**src/rtl/vne_pkg.sv**
```systemverilog
// Shared widths, register indexes, neighbor item type and offset masks.
`timescale 1ns / 1ps
`default_nettype none

package vne_pkg;

  // Voxel index width and configuration port geometry.
  localparam int IDX_W     = 30;
  localparam int REG_W     = 11;
  localparam int CFG_IDX_W = 2;

  // Register indexes on the configuration port.
  localparam logic [CFG_IDX_W-1:0] REG_SIZE_X = 2'd0;
  localparam logic [CFG_IDX_W-1:0] REG_SIZE_Y = 2'd1;
  localparam logic [CFG_IDX_W-1:0] REG_SIZE_Z = 2'd2;

  // Quotient bits resolved in each divider stage.
  localparam int DIV_STEP = 2;

  // Offset codes: code = 9*(dx+1) + 3*(dy+1) + (dz+1), walked from low to high.
  localparam int NBR_CODES = 27;

  // Axis selectors for digit_mask.
  localparam int AXIS_X = 0;
  localparam int AXIS_Y = 1;
  localparam int AXIS_Z = 2;

  // Set of codes whose digit on one axis equals the given digit (0 = -1, 1 = 0, 2 = +1).
  function automatic logic [NBR_CODES-1:0] digit_mask(input int axis, input int digit);
    logic [NBR_CODES-1:0] m;
    int d;
    m = '0;
    for (int c = 0; c < NBR_CODES; c++) begin
      case (axis)
        AXIS_X:  d = c / 9;
        AXIS_Y:  d = (c / 3) % 3;
        default: d = c % 3;
      endcase
      if (d == digit) m[c] = 1'b1;
    end
    return m;
  endfunction

  localparam logic [NBR_CODES-1:0] DX_NEG = digit_mask(AXIS_X, 0);
  localparam logic [NBR_CODES-1:0] DX_POS = digit_mask(AXIS_X, 2);
  localparam logic [NBR_CODES-1:0] DY_NEG = digit_mask(AXIS_Y, 0);
  localparam logic [NBR_CODES-1:0] DY_POS = digit_mask(AXIS_Y, 2);
  localparam logic [NBR_CODES-1:0] DZ_NEG = digit_mask(AXIS_Z, 0);
  localparam logic [NBR_CODES-1:0] DZ_POS = digit_mask(AXIS_Z, 2);
  localparam logic [NBR_CODES-1:0] CENTER_MASK =
    digit_mask(AXIS_X, 1) & digit_mask(AXIS_Y, 1) & digit_mask(AXIS_Z, 1);

  // One center voxel ready for enumeration: its linear index and the in-grid offsets.
  typedef struct packed {
    logic [IDX_W-1:0]     center;
    logic [NBR_CODES-1:0] mask;
  } nbr_item_t;

endpackage

`default_nettype wire

```
**src/rtl/vne_out_if.sv**
```systemverilog
// Result channel carrying one neighbor index and the last flag.
`timescale 1ns / 1ps
`default_nettype none

interface vne_out_if import vne_pkg::*; ();
  logic             valid;
  logic             ready;
  logic [IDX_W-1:0] neighbor_index;
  logic             last_neighbor;

  modport source (output valid, output neighbor_index, output last_neighbor, input ready);
  modport sink   (input valid, input neighbor_index, input last_neighbor, output ready);
endinterface

`default_nettype wire

```
**src/rtl/vne_enum.sv**
```systemverilog
// Emits the valid-offset neighbors of one center voxel, one per cycle unless stalled.
`timescale 1ns / 1ps
`default_nettype none

module vne_enum import vne_pkg::*; #(
  parameter int EXT_W = 11
) (
  input  logic               clk,
  input  logic               rst,
  input  logic               in_valid,
  input  nbr_item_t          in_item,
  output logic               in_ready,
  input  logic [EXT_W-1:0]   nx,
  input  logic [2*EXT_W-1:0] nxy,
  vne_out_if.source          nbr_out
);

  logic [NBR_CODES-1:0] cur_mask;
  logic [IDX_W-1:0]     cur_center;
  logic                 out_valid;
  logic [IDX_W-1:0]     out_index;
  logic                 out_last;

  logic [NBR_CODES-1:0] sel;
  logic [NBR_CODES-1:0] rest;
  logic                 emit;
  logic                 last;
  logic [IDX_W-1:0]     step_x, step_y, step_z;
  logic [IDX_W-1:0]     nx_ext, nxy_ext;
  logic [IDX_W-1:0]     nbr_index;

  // Lowest pending offset code, as a one-hot word.
  assign sel  = cur_mask & (~cur_mask + NBR_CODES'(1));
  assign rest = cur_mask & ~sel;
  assign last = (rest == '0);

  // A result moves into the output register when it is empty or being drained.
  assign emit     = (cur_mask != '0) && (!out_valid || nbr_out.ready);
  assign in_ready = (cur_mask == '0) || (emit && last);

  // Index deltas of the selected offset along each axis.
  assign nx_ext  = IDX_W'(nx);
  assign nxy_ext = IDX_W'(nxy);

  always_comb begin
    step_x = '0;
    step_y = '0;
    step_z = '0;
    if ((sel & DX_NEG) != '0) step_x = '1;
    if ((sel & DX_POS) != '0) step_x = IDX_W'(1);
    if ((sel & DY_NEG) != '0) step_y = IDX_W'(0) - nx_ext;
    if ((sel & DY_POS) != '0) step_y = nx_ext;
    if ((sel & DZ_NEG) != '0) step_z = IDX_W'(0) - nxy_ext;
    if ((sel & DZ_POS) != '0) step_z = nxy_ext;
  end

  assign nbr_index = cur_center + step_x + step_y + step_z;

  // Pending-offset mask of the current center voxel.
  always_ff @(posedge clk) begin
    if (rst) begin
      cur_mask <= '0;
    end else if (in_valid && in_ready) begin
      cur_mask <= in_item.mask;
    end else if (emit) begin
      cur_mask <= rest;
    end
  end

  always_ff @(posedge clk) begin
    if (in_valid && in_ready) begin
      cur_center <= in_item.center;
    end
  end

  // Output register.
  always_ff @(posedge clk) begin
    if (rst) begin
      out_valid <= 1'b0;
    end else if (emit) begin
      out_valid <= 1'b1;
    end else if (nbr_out.ready) begin
      out_valid <= 1'b0;
    end
  end

  always_ff @(posedge clk) begin
    if (emit) begin
      out_index <= nbr_index;
      out_last  <= last;
    end
  end

  assign nbr_out.valid          = out_valid;
  assign nbr_out.neighbor_index = out_index;
  assign nbr_out.last_neighbor  = out_last;

endmodule

`default_nettype wire

```
**src/flat_wrapper.sv**
```systemverilog
// flat-port wrapper written by rule: the top's interface ports become plain ports
module vne_enum_flat import vne_pkg::*;
#(
  parameter int EXT_W = 11
)
  (clk, rst, in_valid, in_item, in_ready, nx, nxy, nbr_out_valid, nbr_out_neighbor_index, nbr_out_last_neighbor, nbr_out_ready);
  vne_out_if nbr_out_i ();
  input  logic clk;
  input  logic rst;
  input  logic in_valid;
  input  nbr_item_t in_item;
  output logic in_ready;
  input  logic [EXT_W-1:0] nx;
  input  logic [2*EXT_W-1:0] nxy;
  output wire logic [$bits(nbr_out_i.valid)-1:0] nbr_out_valid;
  output wire logic [$bits(nbr_out_i.neighbor_index)-1:0] nbr_out_neighbor_index;
  output wire logic [$bits(nbr_out_i.last_neighbor)-1:0] nbr_out_last_neighbor;
  input wire logic [$bits(nbr_out_i.ready)-1:0] nbr_out_ready;
  assign nbr_out_valid = nbr_out_i.valid;
  assign nbr_out_neighbor_index = nbr_out_i.neighbor_index;
  assign nbr_out_last_neighbor = nbr_out_i.last_neighbor;
  assign nbr_out_i.ready = nbr_out_ready;
  vne_enum #(.EXT_W(EXT_W)) u_core (.clk(clk), .rst(rst), .in_valid(in_valid), .in_item(in_item), .in_ready(in_ready), .nx(nx), .nxy(nxy), .nbr_out(nbr_out_i));
endmodule
```
**config.mk**
```make
export PLATFORM = sky130hd
export DESIGN_NAME = vne_enum_flat
export DESIGN_NICKNAME = d
export VERILOG_FILES = /design/src/rtl/vne_pkg.sv /design/src/rtl/vne_out_if.sv /design/src/rtl/vne_enum.sv /design/src/flat_wrapper.sv
export SDC_FILE = /design/constraint.sdc
export NUM_CORES = 1
export LEC_CHECK = 0
export BUFFER_PORTS_ARGS = -buffer_cell sky130_fd_sc_hd__buf_2
export CAP_MARGIN = 20
export CORE_ASPECT_RATIO = 0.9
export CORE_MARGIN = 2
export CORE_UTILIZATION = 52
export CTS_CLUSTER_DIAMETER = 120
export DETAILED_ROUTE_END_ITERATION = 6
export PLACE_DENSITY = 0.75
export SLEW_MARGIN = 15
export SYNTH_ARGS = -nofsm -noshare
export SYNTH_HDL_FRONTEND = slang
export SYNTH_SLANG_ARGS = --single-unit
```
**constraint.sdc**
```tcl
create_clock -name clk -period 14.1 [get_ports clk]
set_clock_uncertainty 0.1 [all_clocks]
set_input_delay 1.41 -clock clk [delete_from_list [all_inputs] [get_ports clk]]
set_output_delay 1.41 -clock clk [all_outputs]
set_load 0.05 [all_outputs]
```
# After elaboration in Yosys (flattened, before gate mapping)
# Index checks and enable logic that the tools add are counted.
[word_totals]
register_bits = 89
out_inout_bits = 33
elab_cells = 42
[op_classes]
add_sub_neg = 6
mux = 10
n_bitwise = 4
n_reduce_logical = 17
[op_table]
columns = ["operator", "n"]
rows = [
  ["27-bit nonzero test", 7],
  ["30-bit 2-to-1 mux", 6],
  ["30-bit adder", 3],
  ["27-bit AND", 2],
  ["27-bit zero test", 2],
  ["27-bit 2-to-1 mux", 2],
  ["27-bit inverter", 2],
  ["27-bit by 1-bit adder with 27-bit output, second input constant", 1],
  ["1-bit by 22-bit subtractor with 23-bit output, first input constant", 1],
  ["1-bit by 11-bit subtractor with 12-bit output, first input constant", 1],
  ["2-bit nonzero test", 2],
  ["1-bit logical AND", 3],
  ["1-bit logical OR", 2],
  ["1-bit 2-to-1 mux", 2],
  ["1-bit zero test", 1],
]

# Logic depth before layout (Yosys ltp)
# Gate-level depths: netlist of run 1.
[depth]
depth_word = 10
mapped_depth = 25

# Worst setup path before layout of run 1
# Ideal clock, no wire load.
[synth_timing]
path_kind = "input port to flip-flop"
start = "in nx[1]"
end = "reg u_core.out_index[25] (netlist: u_core.nbr_out.neighbor_index[25]), data pin"
arrival_time_ns = 6.750
t_required_ns = 13.738
path_slack_ns = 6.988
path_stages = 18
n_path_buf = 1
path_cell_list = "or3_1 > or3_1 > or3_1 > or3_1 > o31ai_1 > inv_2 > clkbuf_1 > fa_1 > fa_1 > ha_1 > and3_1 > and3_1 > a221oi_1 > o221ai_1 > o41ai_1 > o21ba_2 > o21bai_1 > xor2_1"
[synth_via]
elab_chain_cells = 5
[synth_lines]
columns = ["element", "line_no", "source"]
rows = [
  ["start, declared", "flat_wrapper.sv:13", "input logic [EXT_W-1:0] nx;"],
  ["1-bit by 11-bit subtractor with 12-bit output", "vne_enum.sv:51", "if ((sel & DY_NEG) != '0) step_y = IDX_W'(0) - nx_ext;"],
  ["30-bit 2-to-1 mux", "vne_enum.sv:51", ""],
  ["30-bit 2-to-1 mux (*)", "vne_enum.sv:52", "if ((sel & DY_POS) != '0) step_y = nx_ext;"],
  ["30-bit adder (*) (2 in series)", "vne_enum.sv:57", "assign nbr_index = cur_center + step_x + step_y + step_z;"],
  ["net u_core.nbr_index[25]", "vne_enum.sv:30", "logic [IDX_W-1:0] nbr_index;"],
  ["end signal, assigned", "vne_enum.sv:89", "out_index <= nbr_index;"],
  ["end, declared", "vne_enum.sv:21", "logic [IDX_W-1:0] out_index;"],
]
# Mark *: on every way through the listed nets, which the timed path passes. The rest lies on a longest branch.
# A chain may end at the register's enable or synchronous reset.

# Worst setup path in the final report of run 1
[layout_timing]
start = "in nx[1]"
end = "reg u_core.out_index[27] (netlist: u_core.nbr_out.neighbor_index[27]), data pin"
# Same word-level chain as after synthesis.

==> impl_metrics.json, run 1 <==
{
  "synth_fa_ha_area_frac": 0.1875,
  "design.core.area_sq_um": 13850,
  "overflow": 0,
  "synth_top_area_frac": 0.2509,
  "track_usage": 0.2327,
  "avgSynthCellArea_sq_um": 9.348,
  "synth-main-ff-cell": "edfxtp_1",
  "dp_hpwl_microns": 12890,
  "ctsHtreeMaxLevel": 3,
  "synth.mux.area_fraction": 0.002742,
  "antenna_found_initial": 2,
  "numCtsBuffers": 9,
  "worstSetupPathType": "primary input to flop",
  "grt_pass1_wl_microns": 27340,
  "synthArstFlopShare": 0,
  "syn_nets": 959,
  "cp-start-kind": "primary input",
  "syn-cell-area_sq_um": 7301,
  "required_ns": 14.10,
  "cts_setup_buffers": 0,
  "drv_cap": 0,
  "drc": 0,
  "drive_gt1_frac": 0.1849,
  "vias": 6239,
  "clock-root-buffer": "clkbuf_16",
  "clkSinkCount": 89,
  "nNetsFinal": 1071,
  "cts_buffer_depth": 2,
  "start_util": 0.5271,
  "synth_most_common_cell": "inv_1",
  "ys_seq_area_frac": 0.3277,
  "die_area_sq_um": 15010,
  "fin_setup_tns_ns": 0,
  "drtIter0Drc": 339,
  "cts_resized": 0,
  "synth-xor-area-share": 0.03839,
  "maxSlewViolCount": 0,
  "grt_pass1_vias": 5808,
  "ys_ff_latch": 89,
  "die_w_microns": 128.9,
  "rr_startpoint": "u_core.cur_mask[0]$_SDFFE_PP0P_",
  "drt-wirelength-per-cell_microns": 15.96,
  "hold_violations": 0,
  "synth_top_area_cell": "edfxtp_1",
  "n_fill_cell": 1212,
  "end_kind": "flop",
  "synth_area_leaders": "edfxtp_1 (25%), fa_1 (11%), dfxtp_1 (7.7%)",
  "synthToLayoutAreaGrowth_pct": 15.20,
  "synth.distinct_cells": 71,
  "max_freq_mhz": 124.5,
  "setup_viol": 0,
  "hold_class": "flop to flop",
  "holdBufCountCts": 0,
  "yosys_warnings": 0,
  "cp_max_fo": 12,
  "placed_area_sq_um": 8061,
  "rsz0062_at_grt": "no",
  "worstHoldStart": "u_core.cur_mask[25]$_SDFFE_PP0P_",
  "status": "complete, no violations",
  "worst_pin_slew_ns": 0.9775,
  "place_congestion": 0.9069,
  "clk_latency_ns": 0.36,
  "netlist_instances": 781,
  "design_area_sq_um": 8411,
  "routed_wl_microns": 17110,
  "ant_nets": 0,
  "clk_pin_slew_ns": 0.07,
  "dieHeight_microns": 116.4,
  "arrival_ns": 8.03,
  "firstDrtPassIters": 5,
  "min_period_over_period": 0.5696,
  "critPathLaunch": "nx[1]",
  "grt_max_degree": 32,
  "vias_per_cell": 5.820,
  "synth_top_family_by_area": "compound AO/OA/AOI/OAI gates",
  "synth_common_cells": "inv_1 (93), a21oi_1 (80), edfxtp_1 (61)",
  "post-route-min-period_ns": 8.032,
  "relSlewSlack": 0.3477,
  "yosys.area_share.simple": 0.1436,
  "io-pin-count": 127,
  "tritoncts": "built",
  "fp-row-count": 41,
  "synth_edf_count": 61,
  "synth-compound-area-share": 0.2338,
  "portBuffers": 126
}
[sequential cells by signal (all words and copies together), names as in the netlist]
| register | count |
|---|---|
| u_core.cur_center | 30 |
| u_core.nbr_out.neighbor_index | 30 |
| u_core.cur_mask | 27 |
| u_core.nbr_out.last_neighbor | 1 |
| u_core.nbr_out.valid | 1 |
[path summary, 6_finish.rpt]
check	to	slack [ns]	depth (start not counted)
setup / recovery	u_core.nbr_out.neighbor_index[27]$_DFFE_PP_	6.07	17
hold / removal	u_core.cur_mask[25]$_SDFFE_PP0P_	0.43	2
setup reg to reg	u_core.nbr_out.neighbor_index[27]$_DFFE_PP_	6.55	18
hold reg to reg	u_core.cur_mask[25]$_SDFFE_PP0P_	0.43	2
[through the flow]
stage	hold WS [ns]	cells	utilization	worst slack (ns)
final	0.4259	1072	0.6072	6.068
after global routing	0.4549	1070	0.6069	5.749
after CTS	0.4169	1070	0.6062	5.761
after detailed placement	0.4048	1054	0.5820	5.443
after global placement	0.4074	1054	0.5820	5.614
after floorplan	0.3661	781	-	6.988
[cell type report]
class                           instances  area [sq um]  area share
Clock inverter                          4         35.03    0.004165
Multi-Input combinational cell        567          4438      0.5277
Timing Repair Buffer                  131         668.1     0.07944
Clock buffer                           12         300.3     0.03570
Antenna cell                            2         5.005   0.0005951
Sequential cell                        89          2392      0.2844
Inverter                               95         356.6     0.04240
Tap cell                              172         215.2     0.02559
[worst max-delay path, cell delays in order]
cell and delay, ns:
buf_2 0.12, or3_1 0.39, or3_1 0.36, or3_1 0.36, or3_1 0.40, o31ai_4 0.62, inv_2 0.27, fa_1 0.60
fa_1 0.43, ha_1 0.40, and3_1 0.26, and3_1 0.17, a221oi_1 0.64, o221ai_1 0.33, o41ai_1 0.82, o21ai_0 0.26
xor2_1 0.19
[routing by layer]
layer	GRT usage	wire, microns	up-vias
li1	-	-	3097
met1	0.3050	7876	2916
met2	0.3633	7668	183
met3	0.06413	1045	41
met4	0.1036	503	2
met5	0	13	-
[cell families after synthesis]
family / Yosys count
AOI/OAI and AO/OA: 255
muxes: 2
buffers and inverters: 125
DFF: 89
adders and majority gates: 85
xor gates and xnor gates: 32
and+or+nand+nor: 193
[cell usage in the layout, fill, tap and decap left out, types with 4 or more instances in the layout]
cell type	count
clkbuf_16	12
dfxtp_1	28
nor3_1	17
nand3_1	8
o22ai_1	4
a21oi_1	80
o21ai_0	33
or3_1	19
nand2_1	29
o31ai_1	19
or2_2	5
and4_1	4
ha_1	43
or4_1	4
nand4_1	9
nor2b_1	5
xnor2_1	26
a22o_1	4
nor2_1	53
xor2_1	6
inv_1	93
buf_2	126
o21bai_1	4
a21o_1	16
a31oi_1	7
a211oi_1	9
nor4_1	8
and3_1	9
fa_1	41
edfxtp_1	61
o21ai_1	5
o2bb2ai_1	27
buf_4	5
o21a_1	10
Power of run 1 is left out: the tool's default activity adds up to more than one toggle a clock period on the data nets, which glitch-free logic cannot reach.
==> inputs of run 2 (changes only) <==
--- a/config.mk
+++ b/config.mk
@@ -5,6 +5,7 @@
 export SDC_FILE = /design/constraint.sdc
 export NUM_CORES = 1
 export LEC_CHECK = 0
+export ABC_AREA = 1
 export BUFFER_PORTS_ARGS = -buffer_cell sky130_fd_sc_hd__buf_2
 export CAP_MARGIN = 20
 export CORE_ASPECT_RATIO = 0.9
@@ -12,7 +13,7 @@
 export CORE_UTILIZATION = 52
 export CTS_CLUSTER_DIAMETER = 120
 export DETAILED_ROUTE_END_ITERATION = 6
-export PLACE_DENSITY = 0.75
+export PLACE_DENSITY = 0.74
 export SLEW_MARGIN = 15
 export SYNTH_ARGS = -nofsm -noshare
 export SYNTH_HDL_FRONTEND = slang
==> constraint.sdc (replaced) <==
create_clock -name clk -period 8.01 [get_ports clk]
set_clock_uncertainty 0.1 [all_clocks]
set_input_delay 0.801 -clock clk [delete_from_list [all_inputs] [get_ports clk]]
set_output_delay 0.801 -clock clk [all_outputs]
set_load 0.05 [all_outputs]
==> run 2 against run 1 <==
Effect of this change: highest routed layer is now met4; sequential share of layout area down 2.3 points; register-to-register slack worse by 5.1 ns; via count is 18% higher; final area grew 9.0%; synthesized area up 9.1%; routed wire length is 19% higher; critical path depth is 6 higher; count of clock-buffer cells in the layout is 1 lower; non-clock buffer count up 1.
==> impl_metrics.json, run 2 <==
{
  "clk_latency_ns": 0.35,
  "end_kind": "flop",
  "ys_ff_latch": 89,
  "ctsHtreeMaxLevel": 3,
  "cts_setup_buffers": 0,
  "nNetsFinal": 1394,
  "rr_startpoint": "u_core.cur_mask[0]$_SDFFE_PP0P_",
  "synth_most_common_cell": "nand2_1",
  "worstHoldStart": "u_core.cur_mask[22]$_SDFFE_PP0P_",
  "synth_top_area_cell": "edfxtp_1",
  "clock-root-buffer": "clkbuf_16",
  "regToRegSetupSlack_ns": 1.41,
  "synth-main-ff-cell": "edfxtp_1",
  "io-pin-count": 127,
  "numCtsBuffers": 9,
  "synth_common_cells": "nand2_1 (239), inv_1 (237), nor2_1 (97)",
  "synth.distinct_cells": 40,
  "portBuffers": 126,
  "start_util": 0.5375,
  "drc": 0,
  "r2r_end": "u_core.nbr_out.neighbor_index[25]$_DFFE_PP_",
  "min_period_over_period": 0.8242,
  "grt_pass1_wl_microns": 33000,
  "die_w_microns": 134.5,
  "cpMaxStageDelayCell": "o21ai_0",
  "clkSinkCount": 89,
  "place_congestion": 0.9582,
  "synthToLayoutAreaGrowth_pct": 15.08,
  "routed_wl_microns": 20410,
  "final_cell_mix": "nand2_1 (239), inv_1 (237), buf_2 (126)",
  "avgSynthCellArea_sq_um": 7.294,
  "syn_nets": 1270,
  "vias": 7375,
  "setup_viol": 0,
  "hold_class": "flop to flop",
  "ant_nets": 0,
  "status": "complete, no violations",
  "crit_family": "compound AO/OA/AOI/OAI gates",
  "syn-cell-area_sq_um": 7965,
  "dp_hpwl_microns": 16250,
  "cp_max_fo": 20,
  "fin_setup_tns_ns": 0,
  "design.core.area_sq_um": 14820,
  "netlist_instances": 1092,
  "fp-row-count": 42,
  "synth_area_leaders": "edfxtp_1 (23%), nand2_1 (11%), inv_1 (11%)",
  "placed_cells": 1402,
  "maxSlewViolCount": 0,
  "hold_violations": 0,
  "overflow": 0,
  "dieHeight_microns": 121.4,
  "drive_gt1_frac": 0.1351,
  "drtIter0Drc": 533,
  "vias_per_cell": 5.183,
  "min_to": "u_core.cur_mask[22]$_SDFFE_PP0P_",
  "clk_pin_slew_ns": 0.07,
  "worstSetupPathType": "flop to flop",
  "crit_buf_inv": 4,
  "whs_path_depth": 2,
  "post-route-min-period_ns": 6.602,
  "tritoncts": "built",
  "synth_top_area_frac": 0.2300,
  "drt-wirelength-per-cell_microns": 14.34,
  "die_area_sq_um": 16320,
  "rsz0062_at_grt": "no",
  "firstDrtPassIters": 5,
  "relSlewSlack": 0.4191,
  "slowest_delay_ns": 0.50,
  "layout_commonest_cell": "nand2_1",
  "track_usage": 0.2568,
  "cts_buffer_depth": 2,
  "instances_no_fill": 1423,
  "antenna_found_initial": 4,
  "cp-start-kind": "flop",
  "grt_pass1_vias": 6925,
  "arrival_ns": 6.61,
  "cp_cell_sequence": "nor2_4 > nand2_1 > nor2_2 > nand3_1 > o221ai_1 > nor2_1 > buf_4 > inv_1 > nor2_1 > inv_1 > o21ai_0 > a21oi_1 > fa_1 > inv_1 > fa_1 > fa_1 > o21ai_0 > a21oi_1 > o21ai_0 > a21oi_1 > o21ai_0 > a21oi_1 > xnor2_1",
  "required_ns": 8.02,
  "yosys_warnings": 0,
  "grt_max_degree": 49,
  "worst_pin_slew_ns": 0.8642,
  "drv_cap": 0,
  "synthArstFlopShare": 0,
  "synth_edf_count": 61,
  "ys_seq_area_frac": 0.3003,
  "holdBufCountCts": 0,
  "cts_resized": 0,
  "worst_r2r_path_depth": 23,
  "max_freq_mhz": 151.5
}
-- run 2: changes by cell type after synthesis, sizes merged, moves of 17 or more --
cell / change
o2bb2ai: -27
nor2: +48
nand3: +74
xor2: +25
o21ai: +28
or3: -19
nand2: +212
o31ai: -17
a21oi: -26
inv: +145
-- run 2: area by class of cell --
class / instances / area (sq um)
fill: 1453 / 5653
multi-input combinational: 744 / 4584
sequential: 89 / 2392
inverter: 240 / 900.9
timing repair buffer: 132 / 688.2
clock buffer: 11 / 275.3
tap: 198 / 247.7
clock inverter: 5 / 67.56
antenna: 4 / 10.01
-- run 2: cells by family (layout without fill, tap and decap cells) --
logic type      count (synthesis)  count (layout)  share of synthesized area
xor+xnor                       44              44                    0.04838
simple gates                  467             467                     0.2512
fa+ha+maj                      84              84                     0.1706
other cells                     0               4                          0
buf+inv                       259             388                     0.1250
flops                          89              89                     0.3003
compound gates                149             149                     0.1045
-- run 2: how the worst max path moves through the flow --
stage                                     from                                           to  slack, ns  cells after the start
6_report       u_core.cur_mask[0]$_SDFFE_PP0P_  u_core.nbr_out.neighbor_index[25]$_DFFE_PP_       1.41                     23
5_1_grt        u_core.cur_mask[8]$_SDFFE_PP0P_  u_core.nbr_out.neighbor_index[25]$_DFFE_PP_       0.94                     25
4_1_cts        u_core.cur_mask[0]$_SDFFE_PP0P_  u_core.nbr_out.neighbor_index[25]$_DFFE_PP_       1.48                     23
3_5_place_dp   u_core.cur_mask[0]$_SDFFE_PP0P_  u_core.nbr_out.neighbor_index[25]$_DFFE_PP_       1.56                     23
3_3_place_gp   u_core.cur_mask[0]$_SDFFE_PP0P_  u_core.nbr_out.neighbor_index[25]$_DFFE_PP_       1.88                     23
2_1_floorplan  u_core.cur_mask[8]$_SDFFE_PP0P_  u_core.nbr_out.neighbor_index[25]$_DFFE_PP_       2.99                     23
-- run 2: tightest hold or removal path, cell delays in order (launching register included) --
cell,delay (ns)
dfxtp_1,0.34
nand2_1,0.07
a21oi_1,0.06
-- run 2: through the flow --
step,worst slack [ns],cell area (sq um),hold WS [ns],utilization
6_report,1.408,9166,0.4169,0.6185
2_1_floorplan,2.988,7965,0.3686,-
5_1_grt,0.9371,9161,0.4274,0.6182
4_1_cts,1.484,9136,0.4165,0.6165
3_5_place_dp,1.563,8793,0.4090,0.5934
3_3_place_gp,1.879,8793,0.3981,0.5934
-- run 2: metal layers --
layer / part of all wire / up-vias / wire [microns] / GRT usage
li1: - / 3721 / - / -
met1: 0.46 / 3364 / 9418 / 0.3556
met2: 0.44 / 266 / 9024 / 0.4101
met3: 0.080 / 24 / 1631 / 0.05013
met4: 0.016 / 0 / 332 / 0.07368
met5: 0 / - / 0 / 0
Power of run 2 is left out for the same reason.
==> inputs of run 3 (changes only) <==
--- a/config.mk
+++ b/config.mk
@@ -13,7 +13,7 @@
 export CORE_UTILIZATION = 52
 export CTS_CLUSTER_DIAMETER = 120
 export DETAILED_ROUTE_END_ITERATION = 6
-export PLACE_DENSITY = 0.74
+export PLACE_DENSITY = 0.77
 export SLEW_MARGIN = 15
 export SYNTH_ARGS = -nofsm -noshare
 export SYNTH_HDL_FRONTEND = slang
==> constraint.sdc (replaced) <==
create_clock -name clk -period 5.6 [get_ports clk]
set_clock_uncertainty 0.1 [all_clocks]
set_input_delay 0.56 -clock clk [delete_from_list [all_inputs] [get_ports clk]]
set_output_delay 0.56 -clock clk [all_outputs]
set_load 0.05 [all_outputs]
==> run 3 against run 2 <==
Effect of this change: worst hold slack worse by 0.14 ns; setup slack worse by 1.1 ns; count of clock-buffer cells in the layout is 2 lower; non-clock buffer count is 30 higher; die area unchanged; critical path type is now primary input to flop.
==> impl_metrics.json, run 3 (synthesis results as in run 2) <==
{
  "drv_cap": 0,
  "whs_path_depth": 1,
  "required_ns": 5.59,
  "layout_setup_ws_ns": 0.2762,
  "start_util": 0.5375,
  "clk_latency_ns": 0.36,
  "regToRegSetupSlack_ns": 0.29,
  "nNetsFinal": 1424,
  "post-place-ws_ns": -0.003246,
  "ant_nets": 0,
  "max_freq_mhz": 187.8,
  "firstDrtPassIters": 6,
  "dr.max_layer_used": "met4",
  "cpMaxStageDelayCell": "o41ai_1",
  "synthToLayoutAreaGrowth_pct": 18.22,
  "crit_cells": 18,
  "clk_pin_slew_ns": 0.06,
  "cp_cell_sequence": "buf_2 > inv_1 > ha_1 > nand3_1 > nor2_1 > nand3_1 > nor3_1 > nand3_1 > o41ai_1 > xor2_1 > ha_1 > o21bai_1 > fa_1 > ha_1 > a21o_1 > a211oi_1 > o211ai_1 > xor2_1",
  "setup_viol": 0,
  "track_usage": 0.2616,
  "ctsHtreeMaxLevel": 3,
  "r2r_end": "u_core.nbr_out.neighbor_index[25]$_DFFE_PP_",
  "worst_pin_slew_ns": 0.9946,
  "worstHoldStart": "in_item[28]",
  "cts_buffer_depth": 2,
  "dp_hpwl_microns": 16600,
  "grt_max_degree": 49,
  "routed_wl_microns": 20440,
  "tritoncts": "built",
  "grt_pass1_wl_microns": 33730,
  "fp-row-count": 42,
  "end_kind": "flop",
  "route.met2.wl_microns": 8947,
  "fin_setup_tns_ns": 0,
  "slowest_delay_ns": 0.56,
  "instances_no_fill": 1453,
  "relSlewSlack": 0.3354,
  "io-pin-count": 127,
  "overflow": 0,
  "worst_r2r_path_depth": 25,
  "maxSlewViolCount": 0,
  "crit_buf_inv": 2,
  "dieHeight_microns": 121.4,
  "drc": 0,
  "hold_violations": 0,
  "cp_max_fo": 7,
  "worstSetupPathType": "primary input to flop",
  "antenna_found_initial": 3,
  "min_period_over_period": 0.9507,
  "cp-start-kind": "primary input",
  "drtIter0Drc": 549,
  "rr_startpoint": "u_core.cur_mask[6]$_SDFFE_PP0P_",
  "placed_cells": 1433,
  "arrival_ns": 5.32,
  "cts_setup_buffers": 0,
  "min_to": "u_core.cur_center[1]$_DFFE_PP_",
  "portBuffers": 126,
  "post-route-min-period_ns": 5.324,
  "final_cell_mix": "nand2_1 (238), inv_1 (237), buf_2 (126)",
  "vias": 7510,
  "status": "complete, no violations",
  "die_w_microns": 134.5,
  "grt_pass1_vias": 7170,
  "design.core.area_sq_um": 14820,
  "drive_gt1_frac": 0.1663,
  "dr_wl_met3_microns": 1679,
  "die_area_sq_um": 16320,
  "vias_per_cell": 5.169,
  "numCtsBuffers": 9,
  "clock-root-buffer": "clkbuf_16",
  "layout_commonest_cell": "nand2_1",
  "hold_class": "primary input to flop",
  "clkSinkCount": 89,
  "drt-wirelength-per-cell_microns": 14.07,
  "place_congestion": 0.9685,
  "wl_met1_microns": 9523,
  "crit_family": "compound AO/OA/AOI/OAI gates"
}
## run 3: cell count changes in the layout (fill, tap and decap cells not counted), sizes merged
| cell | before | now |
|---|---|---|
| buf | 132 | 162 |
| clkbuf | 11 | 9 |
| bufinv | 1 | 2 |
| clkinvlp | 0 | 1 |
## run 3: layout make-up
cell class | instances | area, sq um
antenna | 4 | 10.01
clock buffer | 9 | 225.2
clock inverter | 7 | 93.84
fill | 1356 | 5403
inverter | 240 | 900.9
multi-input combinational | 744 | 4644
sequential | 89 | 2394
tap | 198 | 247.7
timing repair buffer | 162 | 900.9
## run 3: how the worst max path moves through the flow
stage                               startpoint                                          end  slack [ns]
2_1_floorplan  u_core.cur_mask[8]$_SDFFE_PP0P_  u_core.nbr_out.neighbor_index[25]$_DFFE_PP_        0.58
3_3_place_gp   u_core.cur_mask[6]$_SDFFE_PP0P_  u_core.nbr_out.neighbor_index[29]$_DFFE_PP_        0.06
3_5_place_dp                            nxy[1]  u_core.nbr_out.neighbor_index[26]$_DFFE_PP_      -0.003
4_1_cts        u_core.cur_mask[6]$_SDFFE_PP0P_  u_core.nbr_out.neighbor_index[29]$_DFFE_PP_        0.04
5_1_grt        u_core.cur_mask[6]$_SDFFE_PP0P_  u_core.nbr_out.neighbor_index[27]$_DFFE_PP_       -0.01
6_report                                nxy[1]  u_core.nbr_out.neighbor_index[26]$_DFFE_PP_        0.28
## run 3: routing by layer
metal,track usage,up-vias
met5,0,-
met4,0.06579,0
met3,0.05388,18
met2,0.4123,274
met1,0.3688,3432
li1,-,3786
## run 3: worst register-to-register path: cells and delay by family (launching register included)
kind | cells | cell delay, ns
AOI/OAI and AO/OA | 6 | 1.18
xor gates and xnor gates | 1 | 0.08
adders and majority gates | 3 | 1.27
buffers and inverters | 4 | 0.54
DFF | 1 | 0.37
and+or+nand+nor | 11 | 1.53
## run 3: timing repair
item / CTS / global route
endpoints found under the setup margin: 0 / 12
hold buffers: 0 / 0
resized for setup: 0 / 18
## run 3: through the flow
stage	instance area, sq um	hold slack, ns	utilization
global route	9409	0.2664	0.6349
finish	9417	0.2787	0.6354
floorplan	7965	0.3686	-
global placement	9026	0.3894	0.6091
detailed placement	9026	0.3894	0.6091
CTS	9345	0.2636	0.6306
Power of run 3 is left out for the same reason.
